## src/rtl/core/framebuffer_scroll_rotate_engine_core_macros.svh

```systemverilog
// ---------------------------------------------------------------------------
// Assertion macros for the framebuffer scroll/rotate engine core.
// Each macro expands to a concurrent assertion in simulation and to
// nothing in synthesis.
// ---------------------------------------------------------------------------
`ifndef FRAMEBUFFER_SCROLL_ROTATE_ENGINE_CORE_MACROS_SVH
`define FRAMEBUFFER_SCROLL_ROTATE_ENGINE_CORE_MACROS_SVH
`ifndef SYNTHESIS
// antecedent implies consequent in the same cycle
`define FSRE_ASSERT_SAME(label, clk, rstn, ante, cons) \
    label: assert property (@(posedge clk) disable iff (!rstn) (ante) |-> (cons)) \
        else $error("fsre assertion failed");
// antecedent implies consequent in the next cycle
`define FSRE_ASSERT_NEXT(label, clk, rstn, ante, cons) \
    label: assert property (@(posedge clk) disable iff (!rstn) (ante) |=> (cons)) \
        else $error("fsre assertion failed");
`else
`define FSRE_ASSERT_SAME(label, clk, rstn, ante, cons)
`define FSRE_ASSERT_NEXT(label, clk, rstn, ante, cons)
`endif
`endif

```

## src/rtl/core/fsre_pkg.sv

```systemverilog
// ---------------------------------------------------------------------------
// fsre_pkg
// Shared constants, command codes and types of the scroll/rotate engine.
// ---------------------------------------------------------------------------
`default_nettype none
package fsre_pkg;

    localparam int MAX_WIDTH  = 64;
    localparam int MAX_HEIGHT = 64;
    localparam int PIXEL_BITS = 24;
    localparam int XB         = $clog2(MAX_WIDTH);
    localparam int YB         = $clog2(MAX_HEIGHT);
    localparam int ADDR_W     = XB + YB;
    localparam int DEPTH      = MAX_WIDTH * MAX_HEIGHT;
    localparam int SC_W       = 10;  // signed coordinate, covers -512..511
    localparam int DIM_W      = 7;
    localparam int CNT_W      = 6;

    localparam logic [3:0] OP_WRITE     = 4'd0;
    localparam logic [3:0] OP_READ      = 4'd1;
    localparam logic [3:0] OP_FILL      = 4'd2;
    localparam logic [3:0] OP_FILL_ROW  = 4'd3;
    localparam logic [3:0] OP_FILL_COL  = 4'd4;
    localparam logic [3:0] OP_COPY_ROW  = 4'd5;
    localparam logic [3:0] OP_COPY_COL  = 4'd6;
    localparam logic [3:0] OP_ROT_L     = 4'd7;
    localparam logic [3:0] OP_ROT_R     = 4'd8;
    localparam logic [3:0] OP_ROT_U     = 4'd9;
    localparam logic [3:0] OP_ROT_D     = 4'd10;
    localparam logic [3:0] OP_SHIFT_L   = 4'd11;
    localparam logic [3:0] OP_SHIFT_R   = 4'd12;
    localparam logic [3:0] OP_SHIFT_U   = 4'd13;
    localparam logic [3:0] OP_SHIFT_D   = 4'd14;
    localparam logic [3:0] OP_UNUSED    = 4'd15;

    localparam logic [1:0] REG_WIDTH  = 2'd0;
    localparam logic [1:0] REG_HEIGHT = 2'd1;
    localparam logic [1:0] REG_BG     = 2'd2;

    typedef struct packed {
        logic [3:0]       op;
        logic [7:0]       x;
        logic [7:0]       y;
        logic [7:0]       n;
        logic [7:0]       src;
        logic [7:0]       dst;
        logic [DIM_W-1:0] xf;
        logic [DIM_W-1:0] yf;
        logic [DIM_W-1:0] w;
        logic [DIM_W-1:0] h;
        logic [CNT_W-1:0] in_last;
        logic [CNT_W-1:0] out_last;
    } cmd_t;

    typedef struct packed {
        logic signed [SC_W-1:0] sx;
        logic signed [SC_W-1:0] sy;
        logic signed [SC_W-1:0] dx;
        logic signed [SC_W-1:0] dy;
        logic signed [SC_W-1:0] tx;
        logic signed [SC_W-1:0] ty;
        logic                   use_tmp;
        logic                   use_color;
        logic                   wen;
        logic                   clr_src;
    } step_t;

    function automatic logic on_canvas(input logic signed [SC_W-1:0] px,
                                       input logic signed [SC_W-1:0] py,
                                       input logic [DIM_W-1:0] w,
                                       input logic [DIM_W-1:0] h);
        logic signed [SC_W-1:0] ws;
        logic signed [SC_W-1:0] hs;
        ws = $signed({{(SC_W-DIM_W){1'b0}}, w});
        hs = $signed({{(SC_W-DIM_W){1'b0}}, h});
        return (px >= 0) && (py >= 0) && (px < ws) && (py < hs);
    endfunction

    function automatic logic [ADDR_W-1:0] pix_addr(input logic signed [SC_W-1:0] px,
                                                   input logic signed [SC_W-1:0] py);
        return {py[YB-1:0], px[XB-1:0]};
    endfunction

endpackage
`default_nettype wire

```

## src/rtl/core/fsre_step_gen.sv

```systemverilog
// ---------------------------------------------------------------------------
// fsre_step_gen
// Maps the current command and its inner/outer counters to the source,
// destination and line-start coordinates of one pixel move.
// ---------------------------------------------------------------------------
`default_nettype none
module fsre_step_gen
    import fsre_pkg::*;
(
    input  cmd_t             cmd,
    input  logic [CNT_W-1:0] k,
    input  logic [CNT_W-1:0] o,
    output step_t            step
);

    logic signed [SC_W-1:0] kk, oo, xs, ys, ns, srcs, dsts, ws, hs, xfs, yfs, si, sj;

    always_comb begin
        kk   = $signed({{(SC_W-CNT_W){1'b0}}, k});
        oo   = $signed({{(SC_W-CNT_W){1'b0}}, o});
        xs   = $signed({2'b00, cmd.x});
        ys   = $signed({2'b00, cmd.y});
        ns   = $signed({2'b00, cmd.n});
        srcs = $signed({2'b00, cmd.src});
        dsts = $signed({2'b00, cmd.dst});
        ws   = $signed({{(SC_W-DIM_W){1'b0}}, cmd.w});
        hs   = $signed({{(SC_W-DIM_W){1'b0}}, cmd.h});
        xfs  = $signed({{(SC_W-DIM_W){1'b0}}, cmd.xf});
        yfs  = $signed({{(SC_W-DIM_W){1'b0}}, cmd.yf});
        si   = (cmd.op == OP_SHIFT_R) ? (xfs - 10'sd1 - oo) : (xs + oo);
        sj   = (cmd.op == OP_SHIFT_D) ? (yfs - 10'sd1 - kk) : (ys + kk);

        step = '0;
        step.use_tmp = (k == cmd.in_last);
        case (cmd.op)
            OP_WRITE: begin
                step.dx = xs; step.dy = ys; step.wen = 1'b1; step.use_color = 1'b1;
            end
            OP_READ: begin
                step.sx = xs; step.sy = ys;
            end
            OP_FILL: begin
                step.dx = kk; step.dy = oo; step.wen = 1'b1; step.use_color = 1'b1;
            end
            OP_FILL_ROW: begin
                step.dx = kk; step.dy = ys; step.wen = 1'b1; step.use_color = 1'b1;
            end
            OP_FILL_COL: begin
                step.dx = xs; step.dy = kk; step.wen = 1'b1; step.use_color = 1'b1;
            end
            OP_COPY_ROW: begin
                step.sx = kk; step.sy = srcs; step.dx = kk; step.dy = dsts;
                step.wen = 1'b1;
            end
            OP_COPY_COL: begin
                step.sx = srcs; step.sy = kk; step.dx = dsts; step.dy = kk;
                step.wen = 1'b1;
            end
            OP_ROT_L: begin
                step.sx = kk + 10'sd1; step.sy = oo; step.dx = kk; step.dy = oo;
                step.tx = '0; step.ty = oo; step.wen = 1'b1;
            end
            OP_ROT_R: begin
                step.sx = ws - 10'sd2 - kk; step.sy = oo;
                step.dx = ws - 10'sd1 - kk; step.dy = oo;
                step.tx = ws - 10'sd1; step.ty = oo; step.wen = 1'b1;
            end
            OP_ROT_U: begin
                // row y takes the old row y-1, last row wraps to row 0
                step.sx = oo; step.sy = hs - 10'sd2 - kk;
                step.dx = oo; step.dy = hs - 10'sd1 - kk;
                step.tx = oo; step.ty = hs - 10'sd1; step.wen = 1'b1;
            end
            OP_ROT_D: begin
                step.sx = oo; step.sy = kk + 10'sd1; step.dx = oo; step.dy = kk;
                step.tx = oo; step.ty = '0; step.wen = 1'b1;
            end
            OP_SHIFT_L: begin
                step.sx = si; step.sy = sj; step.dx = si - ns; step.dy = sj;
                step.wen = 1'b1; step.clr_src = 1'b1; step.use_tmp = 1'b0;
            end
            OP_SHIFT_R: begin
                step.sx = si; step.sy = sj; step.dx = si + ns; step.dy = sj;
                step.wen = 1'b1; step.clr_src = 1'b1; step.use_tmp = 1'b0;
            end
            OP_SHIFT_U: begin
                step.sx = si; step.sy = sj; step.dx = si; step.dy = sj - ns;
                step.wen = 1'b1; step.clr_src = 1'b1; step.use_tmp = 1'b0;
            end
            OP_SHIFT_D: begin
                step.sx = si; step.sy = sj; step.dx = si; step.dy = sj + ns;
                step.wen = 1'b1; step.clr_src = 1'b1; step.use_tmp = 1'b0;
            end
            default: begin
                step = '0;
            end
        endcase
        // only rotations finish a line from the held first pixel
        if (!(cmd.op == OP_ROT_L || cmd.op == OP_ROT_R || cmd.op == OP_ROT_U ||
              cmd.op == OP_ROT_D)) begin
            step.use_tmp = 1'b0;
        end
    end

endmodule
`default_nettype wire

```

## config.mk

```make
export PLATFORM = sky130hd
export DESIGN_NAME = fsre_step_gen
export DESIGN_NICKNAME = d
export VERILOG_FILES = /design/src/rtl/core/framebuffer_scroll_rotate_engine_core_macros.svh /design/src/rtl/core/fsre_pkg.sv /design/src/rtl/core/fsre_step_gen.sv
export SDC_FILE = /design/constraint.sdc
export NUM_CORES = 1
export LEC_CHECK = 0
export BUFFER_PORTS_ARGS = -buffer_cell sky130_fd_sc_hd__buf_2
export CORE_MARGIN = 2
export CORE_UTILIZATION = 42
export DETAILED_ROUTE_END_ITERATION = 12
export PLACE_DENSITY = 0.67
export SLEW_MARGIN = 20
export SYNTH_ARGS = -nofsm -noshare
export SYNTH_HDL_FRONTEND = slang
export SYNTH_SLANG_ARGS = --single-unit
```

## constraint.sdc

```tcl
create_clock -name vclk -period 7.2
set_input_delay 0.36 -clock vclk [all_inputs]
set_output_delay 0.36 -clock vclk [all_outputs]
set_load 0.02 [all_outputs]
```

Yosys cells after proc, flatten, opt, wreduce, memory -nomap -nowiden
Index checks and enable logic that the tools add are counted.
- mux-type cells: 10
- add/sub/neg operators: 19
- reductions and logical operators: 9
- eq/ne operators: 15
- operators by type and width (cell ; count):
    20-bit case mux with 13 select lines ; 1
    20-bit case mux with 8 select lines ; 1
    20-bit case mux with 4 select lines ; 1
    8-bit by 7-bit subtractor with 9-bit output ; 4
    7-bit by 1-bit subtractor with 8-bit output, second input constant ; 4
    4-bit equality test, second input constant ; 7
    10-bit by 9-bit adder with 10-bit output ; 2
    10-bit two-way mux ; 2
    10-bit by 7-bit subtractor with 10-bit output ; 2
    10-bit by 9-bit subtractor with 10-bit output ; 2
    8-bit by 6-bit adder with 9-bit output ; 2
    4-bit by 3-bit equality test with 1-bit output, second input constant ; 4
    7-bit by 2-bit subtractor with 8-bit output, second input constant ; 2
    14-bit OR reduction ; 1
    11-bit OR reduction ; 1
    4-bit by 2-bit equality test with 1-bit output, second input constant ; 2
    4-bit OR reduction ; 2
    6-bit by 1-bit adder with 7-bit output, second input constant ; 1
    6-bit equality test ; 1
    1-bit two-way mux ; 5
    4-bit by 1-bit equality test with 1-bit output, second input constant ; 1
    4-bit logical NOT ; 1
    1-bit logical OR ; 3
    2-bit OR reduction ; 1
- logic and storage cells: 53
- input bits: 96
- register bits after elaboration: 0
- output and inout bits: 64

Logic depth before layout (Yosys ltp)
Gate-level depths: netlist of run 1.
- depth after elaboration: 5
- gate-level depth with buffers: 19

Worst setup path before layout of run 1
No wires, ideal clock.
- path kind: input port to output port
- from: input port k[2]
- to: output port step[33] (netlist bit)
- stages: 17
- setup slack: 3.251 ns
- path buffers: 1
- required time: 6.840 ns
- arrival time: 3.589 ns
- cells stage by stage: clkbuf_1 inv_1 ha_1 nor2b_1 o21ai_1 nand2b_1 a31oi_1 xor2_1 mux2_2 ha_1 or2_2 o22a_1 and3_1 nand4_1 o2111ai_1 xor2_1 o21ai_1
- RTL lines (element ; line ; source):
    start: declaration ; fsre_step_gen.sv:11 ; input logic [CNT_W-1:0] k,
    end: declaration ; fsre_step_gen.sv:13 ; output step_t step

==> flow_metrics.py, run 1 <==
metrics = {
    "outcome": {
        "status": "completed",
    },
    "timing": {
        "hold_viol": 0,
        "rsz0062_at_grt": "false",
        "hold-worst-slack_ns": 1.10,
        "fmax_mhz": 216,
        "slew_violations": 0,
        "worst_pin_slew_ns": 1.06,
        "setup_viol": 0,
        "slew_headroom_pct": 28.6,
        "post-route-period-util_pct": 64.3,
        "fin_crit_ns": 4.63,
        "finalSetupTns_ns": 0,
    },
    "layout": {
        "drive_gt1_share_pct": 19.1,
        "regArea_um2": 0,
        "fin_area_um2": 6310,
        "area_growth_pct": 16.7,
        "layout.nets": 1101,
        "design.seq.count": 0,
        "diodes": 0,
        "n_clock_buffer": 0,
    },
    "drt": {
        "vias_per_cell": 6.07,
        "post_drt_wl_per_cell_um": 19.7,
        "drc": 0,
        "drtAntennaViolNets": 0,
        "vias": 6620,
        "drt-total-wl_um": 21400,
        "drt-pass1-iter-count": 10,
        "drt_iter0_drc": 936,
    },
    "synth": {
        "synth-compound-area-share_pct": 30.9,
        "synthMuxAreaShare_pct": 1.16,
        "synth-xor-area-share_pct": 16.5,
        "syn_avg_cell_area_um2": 6.83,
        "synth_simple_gate_area_share_pct": 23.8,
        "yosysTopAreaCellShare_pct": 17.3,
        "synth_adder_area_share_pct": 21.3,
        "synthCells": 792,
        "syn_nets": 973,
        "synth-seq-area-share_pct": 0,
        "yosys.area.top_type": "ha_1",
        "synth_most_common_cell": "nand2_1",
        "syn-cell-area_um2": 5410,
        "synth_top_family_by_area": "compound AO/OA/AOI/OAI gates",
        "yosys-top-cells-count": "nand2_1, ha_1, nor2_1",
        "ys_types": 61,
        "yosysWarnings": 0,
        "synth_area_leaders": "ha_1, xnor2_1, xor2_1, nand2_1, a21oi_1",
    },
    "setup_path": {
        "cp-end-kind": "primary output",
        "slowest_delay_ns": 0.54,
        "crit_cells": 16,
        "required_ns": 6.84,
        "path_cells": "buf_2 > and2b_1 > nand3_1 > a21oi_1 > inv_2 > ha_1 > fa_1 > a21o_1 > a21oi_1 > nor2b_1 > o21a_1 > o22ai_1 > maj3_2 > xnor2_1 > a221o_1 > buf_2",
        "critical_path_buf_inv_count": 3,
        "cp_max_fo": 17,
        "worstSetupPathType": "input port to primary output",
        "worstPathArrival_ns": 4.27,
        "cp_slowest_cell": "nand3_1",
        "endpoint": "step[32]",
        "cp_top_family": "compound AO/OA/AOI/OAI gates",
        "critPathLaunch": "cmd[81]",
        "start_kind": "input port",
    },
    "global_route": {
        "grt_pass1_wl_um": 32500,
        "grt_pass1_vias": 6173,
        "grt_antenna_before_repair": 0,
        "grt_usage_pct": 29.2,
        "grt.overflow.total": 0,
        "grt_max_degree": 22,
    },
    "floorplan": {
        "initial_core_util_pct": 42.9,
        "die_area_um2": 13800,
        "core_um2": 12600,
        "boundaryPins": 160,
        "fp.dieW_um": 117,
        "rows": 41,
        "fp.dieH_um": 117,
    },
    "power": {
        "power.density_nw_per_um2": 112,
        "power_switching_mw": 0.429,
        "p_leak_nw": 3.14,
        "seqPwrFrac_pct": 0,
        "switching_share_pct": 60.9,
        "clkPwrFrac_pct": 0,
        "combPwrFrac_pct": 100.0,
        "intPower_mw": 0.276,
        "ir_drop_uv": 43.2,
    },
    "worst_hold_path": {
        "hold_path_startpoint": "cmd[12]",
        "hp-class": "input port to primary output",
    },
    "cts": {
        "cts.hold.buffers_added": 0,
        "postCtsSetupRepairBufs": 0,
        "post_cts_resized": 0,
    },
    "placed_design": {
        "dp_hpwl_um": 17400,
        "placed_area_um2": 6300,
        "place_congestion": 1.01,
        "port_buffers": 154,
    },
    "run": {
        "cap_violations": 0,
    },
}
[worst min-delay path, stage by stage]
cell and delay, ns:
buf_2 0.11, o21ai_0 0.10, buf_2 0.17
[power groups by stage]
| stage | sequential [mW] | combinational (mW) | clock, mW |
|---|---|---|---|
| finish | 0 | 0.705 | 0 |
| global route | 0 | 0.761 | 0 |
| CTS | 0 | 0.684 | 0 |
| detailed placement | 0 | 0.679 | 0 |
| global placement | 0 | 0.674 | 0 |
| floorplan | 0 | 0.476 | 0 |
[how the worst min path moves through the flow]
stage | end | cells after the start
floorplan | step[7] | 2
global placement | step[4] | 3
detailed placement | step[4] | 3
CTS | step[4] | 3
global route | step[4] | 3
finish | step[4] | 3
[through the flow]
step                      utilization, %  total power [mW]  setup WS (ns)  std cells
after CTS                           49.9             0.684           2.66       1090
after global routing                50.0             0.761           2.42       1090
after detailed placement            49.9             0.679           2.70       1090
after global placement              49.9             0.674           2.69       1090
after floorplan                        -             0.476           3.25        792
final                               50.0             0.705           2.57       1090
[kinds of logic (layout without fill, tap and decap cells)]
group | count (synthesis) | in the layout
AO/OA/AOI/OAI | 241 | 241
AND/OR/NAND/NOR | 269 | 269
multiplexers | 6 | 6
buffers and inverters | 88 | 214
adder cells (fa/ha/maj) | 86 | 86
XOR/XNOR | 102 | 102
[cell usage in the layout (no fill, tap or decap), drive strengths merged, types with 19 or more instances in the layout]
cell type | Yosys | routed
inv | 54 | 54
o21ai | 54 | 54
nand2 | 90 | 90
xnor2 | 55 | 55
a21o | 23 | 23
nor2b | 20 | 20
a21oi | 53 | 53
a222oi | 19 | 19
nor3 | 24 | 24
nor2 | 60 | 60
ha | 75 | 75
nand3 | 20 | 20
buf | 5 | 160
xor2 | 47 | 47
[layout make-up]
| cell class | instances | area [um2] |
|---|---|---|
| fill | 1365 | 6310 |
| tap | 172 | 215 |
| inverter | 54 | 203 |
| multi-input combinational | 704 | 5080 |
| timing repair buffer | 160 | 816 |
[metal layers]
metal | up-vias | GRT usage (%) | part of all wire [%]
met5 | - | 0 | 0
li1 | 3156 | - | -
met2 | 406 | 45.6 | 43
met3 | 67 | 5.91 | 11
met4 | 0 | 10.7 | 4.2
met1 | 2991 | 39.6 | 42
Note: power is estimated with default switching activity, not from simulation.
==> inputs of run 2 (changes only) <==
Clock period 7.2 ns to 4.5 ns, I/O delays scaled along.
==> flow_metrics.py, run 2 (synthesis results as in run 1) <==
metrics = {
    "outcome": {
        "status": "completed",
    },
    "timing": {
        "fin_crit_ns": 4.10,
        "hold_viol": 0,
        "slew_headroom_pct": 39.6,
        "worst_pin_slew_ns": 0.903,
        "fin_ws_ns": 0.398,
        "fmax_mhz": 244,
        "setup_viol": 0,
        "post-route-period-util_pct": 91.1,
        "rsz0062_at_grt": "false",
        "slew_violations": 0,
        "finalSetupTns_ns": 0,
    },
    "power": {
        "ir_drop_uv": 71.2,
        "power.density_nw_per_um2": 177,
        "p_leak_nw": 3.18,
        "power.total_mw": 1.13,
    },
    "global_route": {
        "grt_usage_pct": 30.2,
        "grt_max_degree": 22,
        "grt_antenna_before_repair": 0,
        "grt.overflow.total": 0,
        "grt_pass1_wl_um": 33700,
        "grt_pass1_vias": 6164,
    },
    "placed_design": {
        "place_ws_ns": 0.458,
        "dp_hpwl_um": 17800,
        "place_congestion": 0.997,
        "port_buffers": 154,
    },
    "cts": {
        "postCtsSetupRepairBufs": 0,
        "post_cts_resized": 0,
        "cts.hold.buffers_added": 0,
    },
    "setup_path": {
        "required_ns": 4.28,
        "worstSetupPathType": "input port to primary output",
        "start_kind": "input port",
        "cp_max_fo": 5,
        "cp-end-kind": "primary output",
        "worstPathArrival_ns": 3.88,
    },
    "floorplan": {
        "boundaryPins": 160,
        "core_um2": 12600,
        "fp.dieH_um": 117,
        "rows": 41,
        "fp.dieW_um": 117,
        "initial_core_util_pct": 42.9,
        "die_area_um2": 13800,
    },
    "layout": {
        "n_clock_buffer": 0,
        "regArea_um2": 0,
        "area_growth_pct": 17.8,
        "layout_commonest_cell": "buf_2",
        "layout.nets": 1109,
        "final_cell_mix": "buf_2, nand2_1, ha_1",
        "design.seq.count": 0,
        "drive_gt1_share_pct": 19.8,
        "diodes": 0,
    },
    "worst_hold_path": {
        "hp-class": "input port to primary output",
    },
    "drt": {
        "drt-pass1-iter-count": 8,
        "drtAntennaViolNets": 0,
        "drt-total-wl_um": 21600,
        "drt_iter0_drc": 907,
        "post_drt_wl_per_cell_um": 19.6,
        "vias": 6691,
        "drc": 0,
        "vias_per_cell": 6.09,
    },
    "run": {
        "cap_violations": 0,
    },
}
==> run 2: changes by cell type in the layout (fill, tap and decap cells not counted) <==
cell    change
nor3_2      +1
nor4_2      -1
nor4_1      +1
nor3_1      -1
buf_4       +8
==> run 2: per-stage QoR <==
stage          hold WS, ns  cell area [um2]  instances  utilization [%]
2_1_floorplan        0.634             5410        792                -
3_3_place_gp         0.838             6360       1098             50.4
3_5_place_dp         0.836             6360       1098             50.4
4_1_cts              0.840             6360       1098             50.4
5_1_grt              0.874             6370       1098             50.5
6_report             0.830             6370       1098             50.5
==> run 2: path summary, 6_finish.rpt <==
check	to	slack, ns	depth (start not counted)	from
worst max-delay path	step[33]	0.40	19	cmd[28]
worst min-delay path	step[4]	0.83	3	cmd[12]
==> run 2: final cells by class <==
cell class / count / area (um2)
fillers: 1393 / 6250
inverters: 54 / 203
multi-input cells: 704 / 5080
well taps: 172 / 215
repair buffers: 168 / 876
==> run 2: layer usage <==
layer	track usage (%)	part of all wire [%]	wire [um]	vias up
met2	45.5	42	9010	421
met1	43.9	43	9210	3025
met3	4.26	11	2370	73
met5	0	0	0	-
li1	-	-	-	3172
met4	9.94	4.5	967	0
==> run 2: critical path, cell delays in order <==
cell	delay, ns
buf_2	0.13
nor3_1	0.27
nor3b_1	0.27
xor2_1	0.10
ha_1	0.36
o21a_1	0.14
o31a_1	0.19
a211oi_1	0.07
a21oi_1	0.28
inv_1	0.09
ha_1	0.23
or2_2	0.31
o22a_1	0.17
and3_1	0.20
nand4_1	0.10
o2111ai_1	0.15
xor2_1	0.19
o21ai_1	0.19
buf_2	0.20
==> run 2: power breakdown <==
| group | internal (mW) | switching, mW | total (mW) |
|---|---|---|---|
| Clock | 0 | 0 | 0 |
| Sequential | 0 | 0 | 0 |
| Combinational | 0.444 | 0.681 | 1.13 |
